===== src/pngdf_pkg.sv =====
// ----------------------------------------------------------------------------
// pngdf_pkg
// Shared types, codes and the CRC-32 byte update for the PNG chunk deframer.
// ----------------------------------------------------------------------------
package pngdf_pkg;

  // Result kinds
  localparam logic [1:0] KIND_DATA   = 2'd0;
  localparam logic [1:0] KIND_CHUNK  = 2'd1;
  localparam logic [1:0] KIND_BADSIG = 2'd2;
  localparam logic [1:0] KIND_TRUNC  = 2'd3;

  // CRC-32, reflected form
  localparam logic [31:0] CRC_POLY = 32'hEDB8_8320;
  localparam logic [31:0] CRC_ONES = 32'hFFFF_FFFF;

  // Chunk type codes, big-endian characters
  localparam logic [31:0] TYPE_IHDR = 32'h4948_4452;
  localparam logic [31:0] TYPE_IDAT = 32'h4944_4154;
  localparam logic [31:0] TYPE_IEND = 32'h4945_4E44;

  // File signature bytes
  localparam logic [7:0] PNG_SIG [8] = '{
    8'h89, 8'h50, 8'h4e, 8'h47, 8'h0d, 8'h0a, 8'h1a, 8'h0a
  };

  typedef struct packed {
    logic [7:0] file_byte;
    logic       last_byte;
  } in_item_t;

  typedef struct packed {
    logic [1:0]  result_kind;
    logic [7:0]  data_byte;
    logic [31:0] chunk_type;
    logic [31:0] chunk_length;
    logic [31:0] chunk_offset;
    logic        crc_ok;
    logic [31:0] image_width;
    logic [31:0] image_height;
    logic [7:0]  bit_depth;
    logic [7:0]  color_type;
    logic [7:0]  interlace_method;
    logic        last_of_run;
  } out_item_t;

  // Records handed from the parser to the result buffer
  typedef struct packed {
    logic      push_a;
    logic      push_b;
    out_item_t rec_a;
    out_item_t rec_b;
  } push_t;

  // Free space in the result buffer
  typedef struct packed {
    logic space_one;
    logic space_two;
  } buf_stat_t;

  // One byte of the reflected CRC-32 (xor network, eight shift steps)
  function automatic logic [31:0] crc32_byte(input logic [31:0] c, input logic [7:0] b);
    logic [31:0] x;
    x = c ^ {24'd0, b};
    for (int k = 0; k < 8; k++) begin
      x = x[0] ? ((x >> 1) ^ CRC_POLY) : (x >> 1);
    end
    return x;
  endfunction

endpackage


===== src/pngdf_stream_if.sv =====
// ----------------------------------------------------------------------------
// pngdf_stream_if
// Valid/ready stream channel carrying one payload per transaction.
// ----------------------------------------------------------------------------
interface pngdf_stream_if #(
  parameter type payload_t = logic
);
  logic     valid;
  logic     ready;
  payload_t data;

  modport source (output valid, output data, input ready);
  modport sink   (input valid, input data, output ready);
endinterface


===== src/pngdf_in_reg.sv =====
// ----------------------------------------------------------------------------
// pngdf_in_reg
// Input register: holds one byte until the parser takes it.
// ----------------------------------------------------------------------------
module pngdf_in_reg import pngdf_pkg::*; (
  input  logic     clk,
  input  logic     rst_n,
  input  logic     in_valid,
  input  in_item_t in_item,
  output logic     in_ready,
  input  logic     take,
  output logic     hold_valid,
  output in_item_t hold_item
);

  logic     vld_r, vld_nxt;
  in_item_t item_r;
  logic     accept;

  // Refill as the held byte leaves
  assign in_ready = !vld_r || take;
  assign accept   = in_valid && in_ready;

  always_comb begin
    vld_nxt = vld_r;
    if (accept) begin
      vld_nxt = 1'b1;
    end else if (take) begin
      vld_nxt = 1'b0;
    end
  end

  always_ff @(posedge clk) begin
    if (!rst_n) begin
      vld_r <= 1'b0;
    end else begin
      vld_r <= vld_nxt;
    end
  end

  // Capture payload on accept
  always_ff @(posedge clk) begin
    if (accept) begin
      item_r <= in_item;
    end
  end

  assign hold_valid = vld_r;
  assign hold_item  = item_r;

endmodule


===== src/pngdf_parser.sv =====
// ----------------------------------------------------------------------------
// pngdf_parser
// Chunk walker: signature check, field capture, CRC and result records.
// ----------------------------------------------------------------------------
module pngdf_parser import pngdf_pkg::*; (
  input  logic      clk,
  input  logic      rst_n,
  input  logic      hold_valid,
  input  in_item_t  hold_item,
  input  buf_stat_t stat,
  output logic      take,
  output push_t     push
);

  localparam logic [2:0] PH_SIG  = 3'd0;
  localparam logic [2:0] PH_LEN  = 3'd1;
  localparam logic [2:0] PH_TYPE = 3'd2;
  localparam logic [2:0] PH_DATA = 3'd3;
  localparam logic [2:0] PH_CRC  = 3'd4;
  localparam logic [2:0] PH_DONE = 3'd5;

  logic [2:0]  ph_r, ph_nxt;
  logic [31:0] fc_r, fc_nxt;
  logic [31:0] off_r, off_nxt;
  logic        sg_r, sg_nxt;
  logic [31:0] len_r, len_nxt;
  logic [31:0] typ_r, typ_nxt;
  logic [31:0] start_r, start_nxt;
  logic [31:0] crc_r, crc_nxt;
  logic [31:0] stored_r, stored_nxt;
  logic [31:0] wid_r, wid_nxt;
  logic [31:0] hgt_r, hgt_nxt;
  logic [7:0]  dep_r, dep_nxt;
  logic [7:0]  col_r, col_nxt;
  logic [7:0]  ilc_r, ilc_nxt;

  logic [7:0]  b;
  logic [31:0] fc_inc;
  logic        emit_a;
  logic [1:0]  kind_a;
  logic [7:0]  data_a;
  logic        ok_a;
  logic        trunc;
  out_item_t   base;
  out_item_t   first_rec;
  out_item_t   trunc_rec;
  logic        fire;

  // Next state and result records for the held byte
  always_comb begin
    b          = hold_item.file_byte;
    fc_inc     = fc_r + 32'd1;
    ph_nxt     = ph_r;
    fc_nxt     = fc_r;
    off_nxt    = off_r + 32'd1;
    sg_nxt     = sg_r;
    len_nxt    = len_r;
    typ_nxt    = typ_r;
    start_nxt  = start_r;
    crc_nxt    = crc_r;
    stored_nxt = stored_r;
    wid_nxt    = wid_r;
    hgt_nxt    = hgt_r;
    dep_nxt    = dep_r;
    col_nxt    = col_r;
    ilc_nxt    = ilc_r;
    emit_a     = 1'b0;
    kind_a     = KIND_DATA;
    data_a     = 8'd0;
    ok_a       = 1'b0;

    unique case (ph_r)
      PH_SIG: begin
        sg_nxt = sg_r && (b == PNG_SIG[fc_r[2:0]]);
        fc_nxt = fc_inc;
        if (fc_r[2:0] == 3'd7) begin
          fc_nxt = 32'd0;
          if (sg_nxt) begin
            ph_nxt = PH_LEN;
          end else begin
            emit_a = 1'b1;
            kind_a = KIND_BADSIG;
            ph_nxt = PH_DONE;
          end
        end
      end
      PH_LEN: begin
        if (fc_r == 32'd0) begin
          start_nxt = off_r;
        end
        len_nxt = {len_r[23:0], b};
        fc_nxt  = fc_inc;
        if (fc_r[1:0] == 2'd3) begin
          fc_nxt  = 32'd0;
          crc_nxt = CRC_ONES;
          ph_nxt  = PH_TYPE;
        end
      end
      PH_TYPE: begin
        crc_nxt = crc32_byte(crc_r, b);
        typ_nxt = {typ_r[23:0], b};
        fc_nxt  = fc_inc;
        if (fc_r[1:0] == 2'd3) begin
          fc_nxt = 32'd0;
          ph_nxt = (len_r != 32'd0) ? PH_DATA : PH_CRC;
        end
      end
      PH_DATA: begin
        crc_nxt = crc32_byte(crc_r, b);
        // Capture header fields from the leading bytes of IHDR
        if (typ_r == TYPE_IHDR) begin
          if (fc_r < 32'd4) begin
            wid_nxt = {wid_r[23:0], b};
          end else if (fc_r < 32'd8) begin
            hgt_nxt = {hgt_r[23:0], b};
          end else if (fc_r == 32'd8) begin
            dep_nxt = b;
          end else if (fc_r == 32'd9) begin
            col_nxt = b;
          end else if (fc_r == 32'd12) begin
            ilc_nxt = b;
          end
        end else if (typ_r == TYPE_IDAT) begin
          emit_a = 1'b1;
          kind_a = KIND_DATA;
          data_a = b;
        end
        fc_nxt = fc_inc;
        if (fc_inc == len_r) begin
          fc_nxt = 32'd0;
          ph_nxt = PH_CRC;
        end
      end
      PH_CRC: begin
        stored_nxt = {stored_r[23:0], b};
        fc_nxt     = fc_inc;
        if (fc_r[1:0] == 2'd3) begin
          fc_nxt = 32'd0;
          emit_a = 1'b1;
          kind_a = KIND_CHUNK;
          ok_a   = ((crc_r ^ CRC_ONES) == stored_nxt);
          ph_nxt = (typ_r == TYPE_IEND) ? PH_DONE : PH_LEN;
        end
      end
      PH_DONE: begin
        fc_nxt = fc_r;
      end
      default: begin
        ph_nxt = ph_r;
      end
    endcase

    trunc = hold_item.last_byte && (ph_nxt != PH_DONE);

    // Records carry the register values after this byte
    base.result_kind      = KIND_DATA;
    base.data_byte        = 8'd0;
    base.chunk_type       = typ_nxt;
    base.chunk_length     = len_nxt;
    base.chunk_offset     = start_nxt;
    base.crc_ok           = 1'b0;
    base.image_width      = wid_nxt;
    base.image_height     = hgt_nxt;
    base.bit_depth        = dep_nxt;
    base.color_type       = col_nxt;
    base.interlace_method = ilc_nxt;
    base.last_of_run      = 1'b1;

    first_rec             = base;
    first_rec.result_kind = kind_a;
    first_rec.data_byte   = data_a;
    first_rec.crc_ok      = ok_a;
    first_rec.last_of_run = !trunc;

    trunc_rec             = base;
    trunc_rec.result_kind = KIND_TRUNC;

    // End of file: back to reset values for the next file
    if (hold_item.last_byte) begin
      ph_nxt     = PH_SIG;
      fc_nxt     = 32'd0;
      off_nxt    = 32'd0;
      sg_nxt     = 1'b1;
      len_nxt    = 32'd0;
      typ_nxt    = 32'd0;
      start_nxt  = 32'd0;
      crc_nxt    = CRC_ONES;
      stored_nxt = 32'd0;
      wid_nxt    = 32'd0;
      hgt_nxt    = 32'd0;
      dep_nxt    = 8'd0;
      col_nxt    = 8'd0;
      ilc_nxt    = 8'd0;
    end
  end

  // Advance only when the result buffer has room for every record
  always_comb begin
    priority if (emit_a && trunc) begin
      fire = hold_valid && stat.space_two;
    end else if (emit_a || trunc) begin
      fire = hold_valid && stat.space_one;
    end else begin
      fire = hold_valid;
    end
  end

  assign take        = fire;
  assign push.push_a = fire && (emit_a || trunc);
  assign push.push_b = fire && emit_a && trunc;
  assign push.rec_a  = emit_a ? first_rec : trunc_rec;
  assign push.rec_b  = trunc_rec;

  always_ff @(posedge clk) begin
    if (!rst_n) begin
      ph_r     <= PH_SIG;
      fc_r     <= 32'd0;
      off_r    <= 32'd0;
      sg_r     <= 1'b1;
      len_r    <= 32'd0;
      typ_r    <= 32'd0;
      start_r  <= 32'd0;
      crc_r    <= CRC_ONES;
      stored_r <= 32'd0;
      wid_r    <= 32'd0;
      hgt_r    <= 32'd0;
      dep_r    <= 8'd0;
      col_r    <= 8'd0;
      ilc_r    <= 8'd0;
    end else if (fire) begin
      ph_r     <= ph_nxt;
      fc_r     <= fc_nxt;
      off_r    <= off_nxt;
      sg_r     <= sg_nxt;
      len_r    <= len_nxt;
      typ_r    <= typ_nxt;
      start_r  <= start_nxt;
      crc_r    <= crc_nxt;
      stored_r <= stored_nxt;
      wid_r    <= wid_nxt;
      hgt_r    <= hgt_nxt;
      dep_r    <= dep_nxt;
      col_r    <= col_nxt;
      ilc_r    <= ilc_nxt;
    end
  end

  // A second record is always the truncation report
  a_second_is_trunc: assert property (@(posedge clk) disable iff (!rst_n)
    push.push_b |-> push.rec_b.result_kind == KIND_TRUNC)
    else $error("second record of a byte is not a truncation report");

  // Counters outside the data phase never leave the signature range
  a_fc_small: assert property (@(posedge clk) disable iff (!rst_n)
    (ph_r != PH_DATA) |-> (fc_r < 32'd8))
    else $error("field count out of range outside data phase");

  // Phase stays among the defined codes
  a_phase_legal: assert property (@(posedge clk) disable iff (!rst_n)
    ph_r <= PH_DONE)
    else $error("parse phase holds an undefined code");

endmodule


===== src/pngdf_out_buf.sv =====
// ----------------------------------------------------------------------------
// pngdf_out_buf
// Two-entry result buffer; takes up to two records per cycle, emits one when the sink is ready.
// ----------------------------------------------------------------------------
module pngdf_out_buf import pngdf_pkg::*; (
  input  logic      clk,
  input  logic      rst_n,
  input  push_t     push,
  output buf_stat_t stat,
  output logic      out_valid,
  output out_item_t out_item,
  input  logic      out_ready
);

  out_item_t  slot_r [2];
  logic       rd_ptr_r, rd_ptr_nxt;
  logic [1:0] cnt_r, cnt_nxt;
  logic       wr_ptr;
  logic       pop;

  assign out_valid = (cnt_r != 2'd0);
  assign out_item  = slot_r[rd_ptr_r];
  assign pop       = out_valid && out_ready;
  assign wr_ptr    = rd_ptr_r ^ cnt_r[0];

  // Space is judged on the registered count alone
  assign stat.space_one = (cnt_r != 2'd2);
  assign stat.space_two = (cnt_r == 2'd0);

  always_comb begin
    rd_ptr_nxt = rd_ptr_r ^ pop;
    cnt_nxt    = cnt_r + {1'b0, push.push_a} + {1'b0, push.push_b} - {1'b0, pop};
  end

  always_ff @(posedge clk) begin
    if (!rst_n) begin
      rd_ptr_r <= 1'b0;
      cnt_r    <= 2'd0;
    end else begin
      rd_ptr_r <= rd_ptr_nxt;
      cnt_r    <= cnt_nxt;
    end
  end

  // Write records in order behind the oldest entry
  always_ff @(posedge clk) begin
    if (push.push_a) begin
      slot_r[wr_ptr] <= push.rec_a;
    end
    if (push.push_b) begin
      slot_r[~wr_ptr] <= push.rec_b;
    end
  end

  a_no_overflow: assert property (@(posedge clk) disable iff (!rst_n)
    push.push_a |-> cnt_r != 2'd2)
    else $error("record pushed into a full buffer");

  a_pair_empty: assert property (@(posedge clk) disable iff (!rst_n)
    push.push_b |-> (push.push_a && cnt_r == 2'd0))
    else $error("record pair pushed without two free entries");

  a_cnt_range: assert property (@(posedge clk) disable iff (!rst_n)
    cnt_r != 2'd3)
    else $error("buffer count out of range");

endmodule


===== src/png_chunk_deframer_crc32_core.sv =====
// ----------------------------------------------------------------------------
// png_chunk_deframer_crc32_core
// PNG byte stream deframer: signature check, chunk walk, IDAT forwarding,
// IHDR capture and per-chunk CRC-32 check.
// ----------------------------------------------------------------------------
//  channel  dir  payload                      transaction
//  in_if    in   file_byte, last_byte         one file byte
//  out_if   out  result record (12 fields)    one result record
//
//  One byte per cycle while the result buffer has room; a byte is held in the
//  input register before its records enter the result buffer. A byte giving
//  two records (IDAT byte or chunk record plus a truncation report) waits for
//  an empty buffer while the sink drains; a full buffer holds back any record
//  even as the sink pops. Synchronous reset clears both stages; ready depends
//  only on registers, so out_if stalls reach in_if in the following cycle.
// ----------------------------------------------------------------------------
module png_chunk_deframer_crc32_core import pngdf_pkg::*; (
  input  logic           clk,
  input  logic           rst_n,
  pngdf_stream_if.sink   in_if,
  pngdf_stream_if.source out_if
);

  logic      in_ready;
  logic      hold_valid;
  in_item_t  hold_item;
  logic      take;
  push_t     push;
  buf_stat_t stat;
  in_item_t  in_item;
  out_item_t out_item;
  logic      out_valid;

  assign in_item.file_byte = in_if.data.file_byte;
  assign in_item.last_byte = in_if.data.last_byte;
  assign in_if.ready       = in_ready;

  // Input register
  pngdf_in_reg u_in_reg (
    .clk        (clk),
    .rst_n      (rst_n),
    .in_valid   (in_if.valid),
    .in_item    (in_item),
    .in_ready   (in_ready),
    .take       (take),
    .hold_valid (hold_valid),
    .hold_item  (hold_item)
  );

  // Chunk parser
  pngdf_parser u_parser (
    .clk        (clk),
    .rst_n      (rst_n),
    .hold_valid (hold_valid),
    .hold_item  (hold_item),
    .stat       (stat),
    .take       (take),
    .push       (push)
  );

  // Result buffer
  pngdf_out_buf u_out_buf (
    .clk       (clk),
    .rst_n     (rst_n),
    .push      (push),
    .stat      (stat),
    .out_valid (out_valid),
    .out_item  (out_item),
    .out_ready (out_if.ready)
  );

  assign out_if.valid = out_valid;
  assign out_if.data  = out_item;

endmodule


===== src/flat_wrapper.sv =====
// flat-port wrapper written by rule: the top's interface ports become plain ports
module png_chunk_deframer_crc32_core_flat import pngdf_pkg::*;
  (clk, rst_n, in_if_valid, in_if_data, in_if_ready, out_if_valid, out_if_data, out_if_ready);
  pngdf_stream_if #(.payload_t(in_item_t)) in_if_i ();
  pngdf_stream_if #(.payload_t(out_item_t)) out_if_i ();
  input  logic clk;
  input  logic rst_n;
  input wire logic [$bits(in_if_i.valid)-1:0] in_if_valid;
  input wire logic [$bits(in_if_i.data)-1:0] in_if_data;
  output wire logic [$bits(in_if_i.ready)-1:0] in_if_ready;
  output wire logic [$bits(out_if_i.valid)-1:0] out_if_valid;
  output wire logic [$bits(out_if_i.data)-1:0] out_if_data;
  input wire logic [$bits(out_if_i.ready)-1:0] out_if_ready;
  assign in_if_i.valid = in_if_valid;
  assign in_if_i.data = in_if_data;
  assign in_if_ready = in_if_i.ready;
  assign out_if_valid = out_if_i.valid;
  assign out_if_data = out_if_i.data;
  assign out_if_i.ready = out_if_ready;
  png_chunk_deframer_crc32_core u_core (.clk(clk), .rst_n(rst_n), .in_if(in_if_i), .out_if(out_if_i));
endmodule

===== config.mk =====
export PLATFORM = sky130hd
export DESIGN_NAME = png_chunk_deframer_crc32_core_flat
export DESIGN_NICKNAME = d
export VERILOG_FILES = /design/src/pngdf_pkg.sv /design/src/pngdf_stream_if.sv /design/src/pngdf_in_reg.sv /design/src/pngdf_parser.sv /design/src/pngdf_out_buf.sv /design/src/png_chunk_deframer_crc32_core.sv /design/src/flat_wrapper.sv
export SDC_FILE = /design/constraint.sdc
export NUM_CORES = 1
export LEC_CHECK = 0
export CAP_MARGIN = 10
export CORE_MARGIN = 2
export CORE_UTILIZATION = 60
export CTS_BUF_LIST = sky130_fd_sc_hd__clkbuf_2
export CTS_CLUSTER_DIAMETER = 100
export CTS_CLUSTER_SIZE = 12
export DETAILED_ROUTE_END_ITERATION = 7
export DONT_BUFFER_PORTS = 1
export PLACE_DENSITY = 0.76
export SYNTH_ARGS = -nofsm -noshare
export SYNTH_HDL_FRONTEND = slang
export SYNTH_HIERARCHICAL = 1
export SYNTH_SLANG_ARGS = --single-unit

===== constraint.sdc =====
create_clock -name clk -period 21.5 [get_ports clk]
set_input_delay 6.45 -clock clk [delete_from_list [all_inputs] [get_ports clk]]
set_output_delay 6.45 -clock clk [all_outputs]
set_load 0.02 [all_outputs]

* Word level (Yosys, flattened, before mapping)
Memory sizes are Yosys's and may differ from the RTL's. A register that Yosys moved wholly into a read port is not among the register bits.
Index checks and enable logic that the tools add are counted.
** Storage, ports and cells
- Bits in registers :: 321
- Memory bits (writable) :: 392
- ROM bits :: 64
- Bits of input ports :: 13
- Output and inout bits :: 198
- Logic and storage cells :: 186
- Memories kept :: 2
** Operators by class
- Add/sub/neg operators :: 5
- Order comparisons :: 3
- Eq/ne operators :: 18
- Multiplexer cells :: 95
- Bitwise gates (word level) :: 14
- Reduce and logical (&&, ||, !) cells :: 30
** Memories
- u_core.u_out_buf.slot_r :: depth 2, width 196, read ports 1, clocked after memory_dff 1, write ports 2, RTL line pngdf_out_buf.sv:15 : out_item_t slot_r [2];
- (no name shown) :: depth 8, width 8, read ports 1, clocked after memory_dff 0, write ports 0, RTL line pngdf_parser.sv:74 : sg_nxt = sg_r && (b == PNG_SIG[fc_r[2:0]]);
** Operator list (count)
- 32-bit two-way mux :: 31
- 8-bit two-way mux :: 26
- 196-bit two-way mux :: 1
- 13-bit inverter with 14-bit output :: 8
- 32-bit by 31-bit == test with 1-bit output, second input constant :: 3
- 32-bit by 4-bit == test with 1-bit output, second input constant :: 3
- 32-bit one-hot mux with 3 select lines :: 1
- 32-bit by 1-bit adder with 32-bit output, second input constant :: 2
- 32-bit == test :: 2
- 32-bit one-hot mux with 2 select lines :: 1
- 24-bit two-way mux :: 2
- 32-bit zero test :: 1
- 32-bit by 3-bit < comparator with 1-bit output, second input constant :: 1
- 32-bit by 4-bit < comparator with 1-bit output, second input constant :: 1
- 32-bit inverter :: 1
- 32-bit nonzero test :: 1
- 32-bit by 8-bit XOR with 32-bit output :: 1
- 3-bit two-way mux :: 9
- 1-bit two-way mux :: 19
- 3-bit one-hot mux with 5 select lines :: 1
- 1-bit logical AND :: 10
- 8-bit == test :: 1
- 2-bit nonzero test :: 4
- 3-bit by 2-bit == test with 1-bit output, second input constant :: 2
- 25 further kinds :: 33

* Longest topological paths before layout
Gate-level depths: netlist (run 1).
- Depth after elaboration :: 19
- Mapped depth :: 22
- Depth with buffers taken out :: 17

* Hierarchy
Netlist (run 1), hierarchy kept.
** Modules (own cells, without submodules)
- pngdf_out_buf :: instances 1, cells each 1069, area an instance 19045.8 um2, sequential area each 11851.4 um2
- pngdf_parser :: instances 1, cells each 2080, area an instance 18695.4 um2, sequential area each 6165.9 um2
- pngdf_in_reg :: instances 1, cells each 14, area an instance 327.8 um2, sequential area each 290.3 um2

* Worst setup path before layout (run 1)
Ideal clock, no wire load.
- Path kind :: register -> register
- Start point :: reg u_core.u_parser.fc_r[0]
- End point :: mem u_core/u_out_buf/slot_r[0][0] (netlist name) (enable)
- Library setup time :: 1.023 ns
- Arrival :: 17.152 ns
- Data required time :: 20.477 ns
- Setup slack :: 3.325 ns
- Stages on the path, launching flop included :: 18
- Path buffers :: 5
- Period minus slack after synthesis :: 18.175 ns
- Path through :: dfxtp_1 > clkbuf_1 > inv_1 > ha_1 > clkbuf_1 > xor2_1 > o32ai_1 > o32ai_1 > o31ai_2 > o211ai_1 > a211o_1 > a311oi_2 > buf_6 > buf_8 > buf_6 > and2_1 > inv_1 > o21ai_0
** RTL lines
- start, declared :: RTL line pngdf_parser.sv:23 : logic [31:0] fc_r, fc_nxt;
- start signal, assigned :: RTL line pngdf_parser.sv:232 : fc_r <= fc_nxt;
- end, declared :: RTL line pngdf_out_buf.sv:15

* Worst setup path in the final report (run 1)
- Start point :: reg u_core.u_parser.fc_r[0]
- End point :: out in_if_ready
** On the way
- Cells in the longest elaborated chain, start to end :: 15
- Elaborated cells on any way between the ends :: 28
- Those cells by class :: add/sub (1); eq/ne (5); mux (15); bitwise (1); reduce/logical (5); memory (1)
** Ends and longest elaborated chain
- branches (longest 13 deep; another with 32-bit by 1-bit adder with 32-bit output)
- 1-bit two-way mux (*) :: RTL line pngdf_parser.sv:199 : priority if (emit_a && trunc) begin
- named net u_core.take :: RTL line png_chunk_deframer_crc32_core.sv:27 : logic take;
- 1-bit logical OR (*) :: RTL line pngdf_in_reg.sv:21 : assign in_ready = !vld_r || take;
- end, declared :: RTL line flat_wrapper.sv:10 : output wire logic [$bits(in_if_i.ready)-1:0] in_if_ready;
Mark *: on every way through the listed nets, which the timed path passes. The select of a mux whose other input is x is not followed.

==> results.ini, run 1 <==
[yosys]
synth-seq-area-share = 0.4809
predominant_post_synthesis_flop_cell = sky130_fd_sc_hd__edfxtp_1
ys_top_cells_by_area = sky130_fd_sc_hd__edfxtp_1, sky130_fd_sc_hd__mux2_2, sky130_fd_sc_hd__dfxtp_1
synth_area_mm2 = 0.03807
postSynthCellCount = 3163
yosysUniqueCellTypes = 80
synth_edf_count = 401
count_of_yosys_warnings_during_synthesis = 6
synth_top_cell_by_area = sky130_fd_sc_hd__edfxtp_1
post-synth-top-area-fraction = 0.3163
synthesis.area_per_instance_um2 = 12.04
synthArstFlopShare = 0
synth-seq-cells = 714

[worst_setup_path]
regToRegStartpoint = u_core/u_parser/fc_r[0]$_SDFFE_PN0P_
criticalPathCategory = reg2out
worst-path-max-fanout = 11
worstRegToRegCells = 16
kind_of_end_point_of_the_critical_path = output pin
worst_ep_required_time_ns = 15.05
worst_r2r_endpoint = u_core/u_out_buf/slot_r[0][135]$_DFFE_PP_
worstPathArrival_ns = 4.63
rrSetupSlack_ns = 13.64
crit_path_start_kind = flip-flop

[clock_network]
cts_inserted_buffers = 69
clock_tree.htree_level_count = 3
cts_resizes = 0
clkLatencyLatePin_ns = 1.16
number_of_sinks_on_the_clock_net = 714
cts_hold_buffers = 0
cts_setup_buffers = 0
ctsRootBufferMaster = sky130_fd_sc_hd__clkbuf_2
tritoncts = done
clock_path_buffers = 3
clk_pin_slew_worst_paths_ns = 0.24

[power]
sequential_power_share = 0.563
clkPwrFrac = 0.210
power.net_switching_mw = 0.9342
total_leakage_power_nw = 13.81
report.power.total_mw = 2.855
p_comb_frac = 0.228
power.internal_mw = 1.921
powerDensity_mw_per_mm2 = 76.29
sw_frac_of_total = 0.3272
vdd_drop_max_mv = 0.05666

[floorplanning]
design.portCount = 211
rows = 92
coreArea_mm2 = 0.06285
die_footprint_mm2 = 0.06548
die-width_um = 255.9
initial_core_util = 0.6057
fp.dieH_um = 255.9

[cells_and_area]
most_common_cell_after_layout_fill_and_taps_aside = sky130_fd_sc_hd__mux2_2
finish.net_count = 2900
area_growth_pct = -1.702
most-common-layout-cells = sky130_fd_sc_hd__mux2_2, sky130_fd_sc_hd__edfxtp_1, sky130_fd_sc_hd__dfxtp_1, sky130_fd_sc_hd__nor2_1, sky130_fd_sc_hd__mux2i_1
final_util = 0.5954
fraction_of_layout_cells_with_a_size_suffix_above_1 = 0.2817

[drt]
drt_iter0_markers = 1843
routed_wl_mm = 84.41
drt_pass_1_iters = 5
remaining_drc_errors = 0
drt-met1-wl_mm = 39.19
vias_per_std_cell = 5.995
wl_per_cell_um = 22.35
dr.max_layer_used = met4
met3_length_mm = 5.665
via_count = 22644
wl_met2_mm = 38.30
ant_nets = 0

[sta]
final.setup_skew_ns = 0.1578
timing.final.hold_violations = 0
timing.fmax_ghz = 0.09022
period_minus_slack_ns = 11.08
max-slew-margin-rel = -0.04267
unrepaired_setup_endpoints_after_global_routing = false
setup_viol_count_final = 0
min_period_over_period = 0.5156
tightest_slew_ns = 1.564
slew_violations = 47
fin_tns_setup_ns = 0

[hold_path]
hold_path_end = u_core/u_parser/stored_r[23]$_SDFFE_PN0P_
min_path_type = reg2reg
hold_depth = 2
min_from = u_core/u_parser/stored_r[23]$_SDFFE_PN0P_

[global_routing]
global_route_wire_length_before_repair_mm = 130.3
antenna_found_initial = 3
grt_max_degree = 179
grt.overflow.total = 0
grt_pass1_vias = 21826
track_usage = 0.2523

[flow_run]
maxCapViolCount = 0

[run_status]
violations = max-slew violations
status = finished, violations left

[place]
hpwl_mm = 54.26
gp_congestion = 0.9505
port_buffer_count = 0

[cell usage after synthesis, drive strengths merged (10+ instances only)]
master  count
inv        34
xnor2     119
o21ai      68
and2       17
nand4      66
clkbuf     71
nor3       46
a22oi      17
mux2      767
xor2       61
nor2      288
edfxtp    401
or4        12
nand2      74
buf       331
mux2i     190
o31ai      12
dfxtp     313
a21oi      38
and3       19
ha         12
nand3      50
nor2b      10
nor4       33
[per-layer routing]
metal / vias up / global-route usage
met5: - / 0
met4: 0 / 0.05913
met3: 83 / 0.05367
met2: 654 / 0.3916
met1: 11168 / 0.3628
li1: 10739 / -
[sequential cells by signal (all words and copies together) (netlist names), named ones only]
signal,flops
u_core/u_in_reg/hold_valid,1
u_core/u_parser/typ_r,32
u_core/u_parser/off_r,32
u_core/u_parser/fc_r,32
u_core/u_parser/wid_r,32
u_core/u_out_buf/rd_ptr_r,1
u_core/u_parser/crc_r,32
u_core/u_parser/sg_r,1
u_core/u_parser/ilc_r,8
u_core/u_parser/start_r,32
u_core/u_parser/dep_r,8
u_core/u_out_buf/slot_r,392
u_core/u_out_buf/cnt_r,2
u_core/u_parser/hgt_r,32
u_core/u_parser/len_r,32
u_core/u_parser/ph_r,3
u_core/u_parser/stored_r,24
u_core/u_parser/col_r,8
u_core/u_in_reg/hold_item,9
[how the worst max path moves through the flow]
| stage | start | end |
|---|---|---|
| CTS | u_core/u_parser/fc_r[0]$_SDFFE_PN0P_ | in_if_ready |
| global placement | u_core/u_parser/fc_r[0]$_SDFFE_PN0P_ | in_if_ready |
| detailed placement | u_core/u_parser/fc_r[0]$_SDFFE_PN0P_ | in_if_ready |
| floorplan | u_core/u_parser/fc_r[0]$_SDFFE_PN0P_ | u_core/u_out_buf/slot_r[0][0]$_DFFE_PP_ |
| global route | u_core/u_parser/fc_r[0]$_SDFFE_PN0P_ | in_if_ready |
| finish | u_core/u_parser/fc_r[0]$_SDFFE_PN0P_ | in_if_ready |
[cell type report]
class                      count  area, um^2
antenna                        2       5.005
clock buffer                 121       605.6
clock inverter                 5       52.55
fill                        5153       25430
inverter                      36       135.1
multi-input combinational   2021       16980
sequential                   714       18310
tap                          846        1059
timing repair buffer          32       277.8
[cell families after synthesis]
group	synth area share
AO/OA/AOI/OAI	0.03438
XOR/XNOR	0.04141
adder cells (fa/ha/maj)	0.004733
buffers and inverters	0.07678
flip-flops	0.4809
multiplexers	0.2768
other	0.0001973
AND/OR/NAND/NOR	0.08476
[worst max-delay path, cell delays in order, from the launching register on]
cell	delay, ns
sky130_fd_sc_hd__dfxtp_1	0.61
sky130_fd_sc_hd__inv_1	0.19
sky130_fd_sc_hd__ha_1	0.37
sky130_fd_sc_hd__xor2_1	0.21
sky130_fd_sc_hd__o32ai_1	0.25
sky130_fd_sc_hd__o32ai_1	0.16
sky130_fd_sc_hd__o31ai_2	0.42
sky130_fd_sc_hd__o211ai_1	0.20
sky130_fd_sc_hd__a2111oi_0	0.78
sky130_fd_sc_hd__a311oi_4	0.10
sky130_fd_sc_hd__nand2b_4	0.24
[through the flow]
| step | hold slack (ns) | std cells | area [um^2] | worst slack (ns) |
|---|---|---|---|---|
| after floorplan | 0.4444 | 3173 | 38110 | 3.325 |
| after global placement | 0.4553 | 3648 | 36750 | 11.66 |
| after detailed placement | 0.4630 | 3648 | 36750 | 11.65 |
| after CTS | 0.4890 | 3774 | 37410 | 10.35 |
| after global routing | 0.5298 | 3777 | 37420 | 10.02 |
| final | 0.4928 | 3777 | 37420 | 10.42 |
[power groups by stage]
stage | clock network, mW | logic, mW | registers [mW]
2_1_floorplan | 0 | 0.545 | 1.69
3_3_place_gp | 0 | 0.649 | 1.63
3_5_place_dp | 0 | 0.656 | 1.64
4_1_cts | 0.622 | 0.659 | 1.61
5_1_grt | 0.671 | 0.681 | 1.62
6_report | 0.599 | 0.650 | 1.61
(Power assumes the default switching activity.)
==> run 2, diff against run 1 <==
--- a/config.mk
+++ b/config.mk
@@ -13,7 +13,7 @@
 export CTS_CLUSTER_SIZE = 12
 export DETAILED_ROUTE_END_ITERATION = 7
 export DONT_BUFFER_PORTS = 1
-export PLACE_DENSITY = 0.76
+export PLACE_DENSITY = 0.79
 export SYNTH_ARGS = -nofsm -noshare
 export SYNTH_HDL_FRONTEND = slang
 export SYNTH_HIERARCHICAL = 1
==> constraint.sdc (replaced) <==
create_clock -name clk -period 9 [get_ports clk]
set_input_delay 2.7 -clock clk [delete_from_list [all_inputs] [get_ports clk]]
set_output_delay 2.7 -clock clk [all_outputs]
set_load 0.02 [all_outputs]
==> run 2 against run 1 <==
The run now ends clean; flip-flop and latch count is the same; non-clock buffer count is 2 lower; combinational power grew 140%; design area down 0.15%; clock skew down 0.034 ns; first-iteration DRC count rose by 6.9%; worst hold slack improved by 0.00087 ns; utilization shrank 0.088 points; routed wire length grew 0.55%; die area stayed put; total power rose by 140%; global-route usage hardly changed; critical path type unchanged.
==> results.ini, run 2 (synthesized netlist as in run 1, its figures left out) <==
[power]
vdd_drop_max_mv = 0.1581
total_leakage_power_nw = 13.75
powerDensity_mw_per_mm2 = 181.5

[cells_and_area]
number_of_flip_flops_under_the_largest_register_name = 392
layout.cell_area.non_filler_mm2 = 0.03737
finish.net_count = 2898
n_fill_cell = 5078
fraction_of_layout_cells_with_a_size_suffix_above_1 = 0.2790
area_growth_pct = -1.847
layoutNonFillerInstCount = 3774
multi_input_comb_area_mm2 = 0.01697
most-common-layout-cells = sky130_fd_sc_hd__mux2_2, sky130_fd_sc_hd__edfxtp_1, sky130_fd_sc_hd__dfxtp_1, sky130_fd_sc_hd__nor2_1, sky130_fd_sc_hd__mux2i_1
most_common_cell_after_layout_fill_and_taps_aside = sky130_fd_sc_hd__mux2_2
registers.top_by_ff_count = u_core/u_out_buf/slot_r
final_util = 0.5945
regArea_mm2 = 0.01831

[clock_network]
clock_tree.htree_level_count = 3
cts_resizes = 0
clkLatencyLatePin_ns = 1.17
cts_hold_buffers = 0
cts_setup_buffers = 0
clock_path_buffers = 3
cts_inserted_buffers = 69
clk_pin_slew_worst_paths_ns = 0.25
ctsRootBufferMaster = sky130_fd_sc_hd__clkbuf_2
tritoncts = done
number_of_sinks_on_the_clock_net = 714

[floorplanning]
die_footprint_mm2 = 0.06548
initial_core_util = 0.6057
rows = 92
die-width_um = 255.9
design.portCount = 211
coreArea_mm2 = 0.06285
fp.dieH_um = 255.9

[sta]
timing.fmax_ghz = 0.1351
max-slew-margin-rel = 0.1950
slew_violations = 0
final.setup_skew_ns = 0.1234
setup_viol_count_final = 0
period_minus_slack_ns = 7.401
min_period_over_period = 0.8223
timing.final.hold_violations = 0
unrepaired_setup_endpoints_after_global_routing = false
tightest_slew_ns = 1.208
fin_tns_setup_ns = 0
whs_ns = 0.4936

[global_routing]
grt.overflow.total = 0
grt_max_degree = 170
global_route_wire_length_before_repair_mm = 130.1
track_usage = 0.2525
grt_pass1_vias = 21761
antenna_found_initial = 9

[worst_setup_path]
critical-path-slowest-cell = sky130_fd_sc_hd__a2111oi_0
critical_path.most_common_cell = sky130_fd_sc_hd__o32ai_1
worstPathArrival_ns = 4.70
worst-path-max-fanout = 11
rrSetupSlack_ns = 2.54
path_buf_inv = 1
worst_ep_required_time_ns = 6.30
crit_path_start_kind = flip-flop
criticalPathCategory = reg2out
kind_of_end_point_of_the_critical_path = output pin
cp_top_family = compound AO/OA/AOI/OAI gates
crit_path_max_incr_delay_ns = 0.85
crit_chain = inv_1 > ha_1 > xor2_1 > o32ai_1 > o32ai_1 > o31ai_2 > o211ai_1 > a2111oi_0 > a311oi_4 > nand2b_4

[run_status]
status = finished clean

[drt]
drt_pass_1_iters = 5
via_count = 22691
ant_nets = 0
vias_per_std_cell = 6.012
drt_iter0_markers = 1970
remaining_drc_errors = 0
wl_per_cell_um = 22.49
routed_wl_mm = 84.87

[flow_run]
maxCapViolCount = 0

[place]
gp_congestion = 0.9022
placedInstanceArea_mm2 = 0.03675
hpwl_mm = 54.12
placed_instance_count = 3647
port_buffer_count = 0

[hold_path]
min_path_type = reg2reg

-- run 2: cell types whose count changed in the layout (fill, tap and decap cells not counted), sizes merged --
cell,before,now
bufinv,1,0
diode,2,7
clkbuf,122,116
inv,35,36
clkinv,5,4
buf,31,30
-- run 2: layout make-up --
cell class              instances  share of cell area
repair buffers                 30            0.007367
clock buffers                 116             0.01554
inverters                      36            0.003616
clock inverters                 4           0.0004018
diodes                          7           0.0004688
well taps                     846             0.02833
flip-flops and latches        714              0.4901
multi-input cells            2021              0.4542
-- run 2: final timing paths --
check | startpoint | to | cells past startpoint
setup / recovery | u_core/u_parser/fc_r[0]$_SDFFE_PN0P_ | in_if_ready | 10
hold / removal | u_core/u_parser/stored_r[22]$_SDFFE_PN0P_ | u_core/u_parser/stored_r[22]$_SDFFE_PN0P_ | 2
setup reg to reg | u_core/u_parser/fc_r[0]$_SDFFE_PN0P_ | u_core/u_parser/typ_r[29]$_SDFFE_PN0P_ | 14
hold reg to reg | u_core/u_parser/stored_r[22]$_SDFFE_PN0P_ | u_core/u_parser/stored_r[22]$_SDFFE_PN0P_ | 2
-- run 2: where the power goes --
group	internal (mW)	total (mW)	switching, mW
Combinational	0.478	1.57	1.09
Sequential	3.74	3.84	0.0978
Clock	0.327	1.37	1.04
Total	4.55	6.78	2.23
-- run 2: metal layers --
layer,GRT usage,vias to the layer above,share of wire
li1,-,10728,-
met4,0.07684,0,0.025
met5,0,-,0
met3,0.06645,139,0.075
met1,0.3503,11103,0.45
met2,0.3887,721,0.45
-- run 2: worst min-delay path, stage by stage (launching register included) --
cell and delay, ns:
sky130_fd_sc_hd__dfxtp_1 0.37, sky130_fd_sc_hd__nand2_1 0.06, sky130_fd_sc_hd__a21oi_1 0.05
-- run 2: metrics by stage --
step / power (mW) / setup slack, ns
floorplan: 5.211 / -0.1290
detailed placement: 5.496 / 2.792
global route: 7.039 / 1.158
global placement: 5.475 / 2.870
CTS: 6.854 / 1.531
finish: 6.781 / 1.599
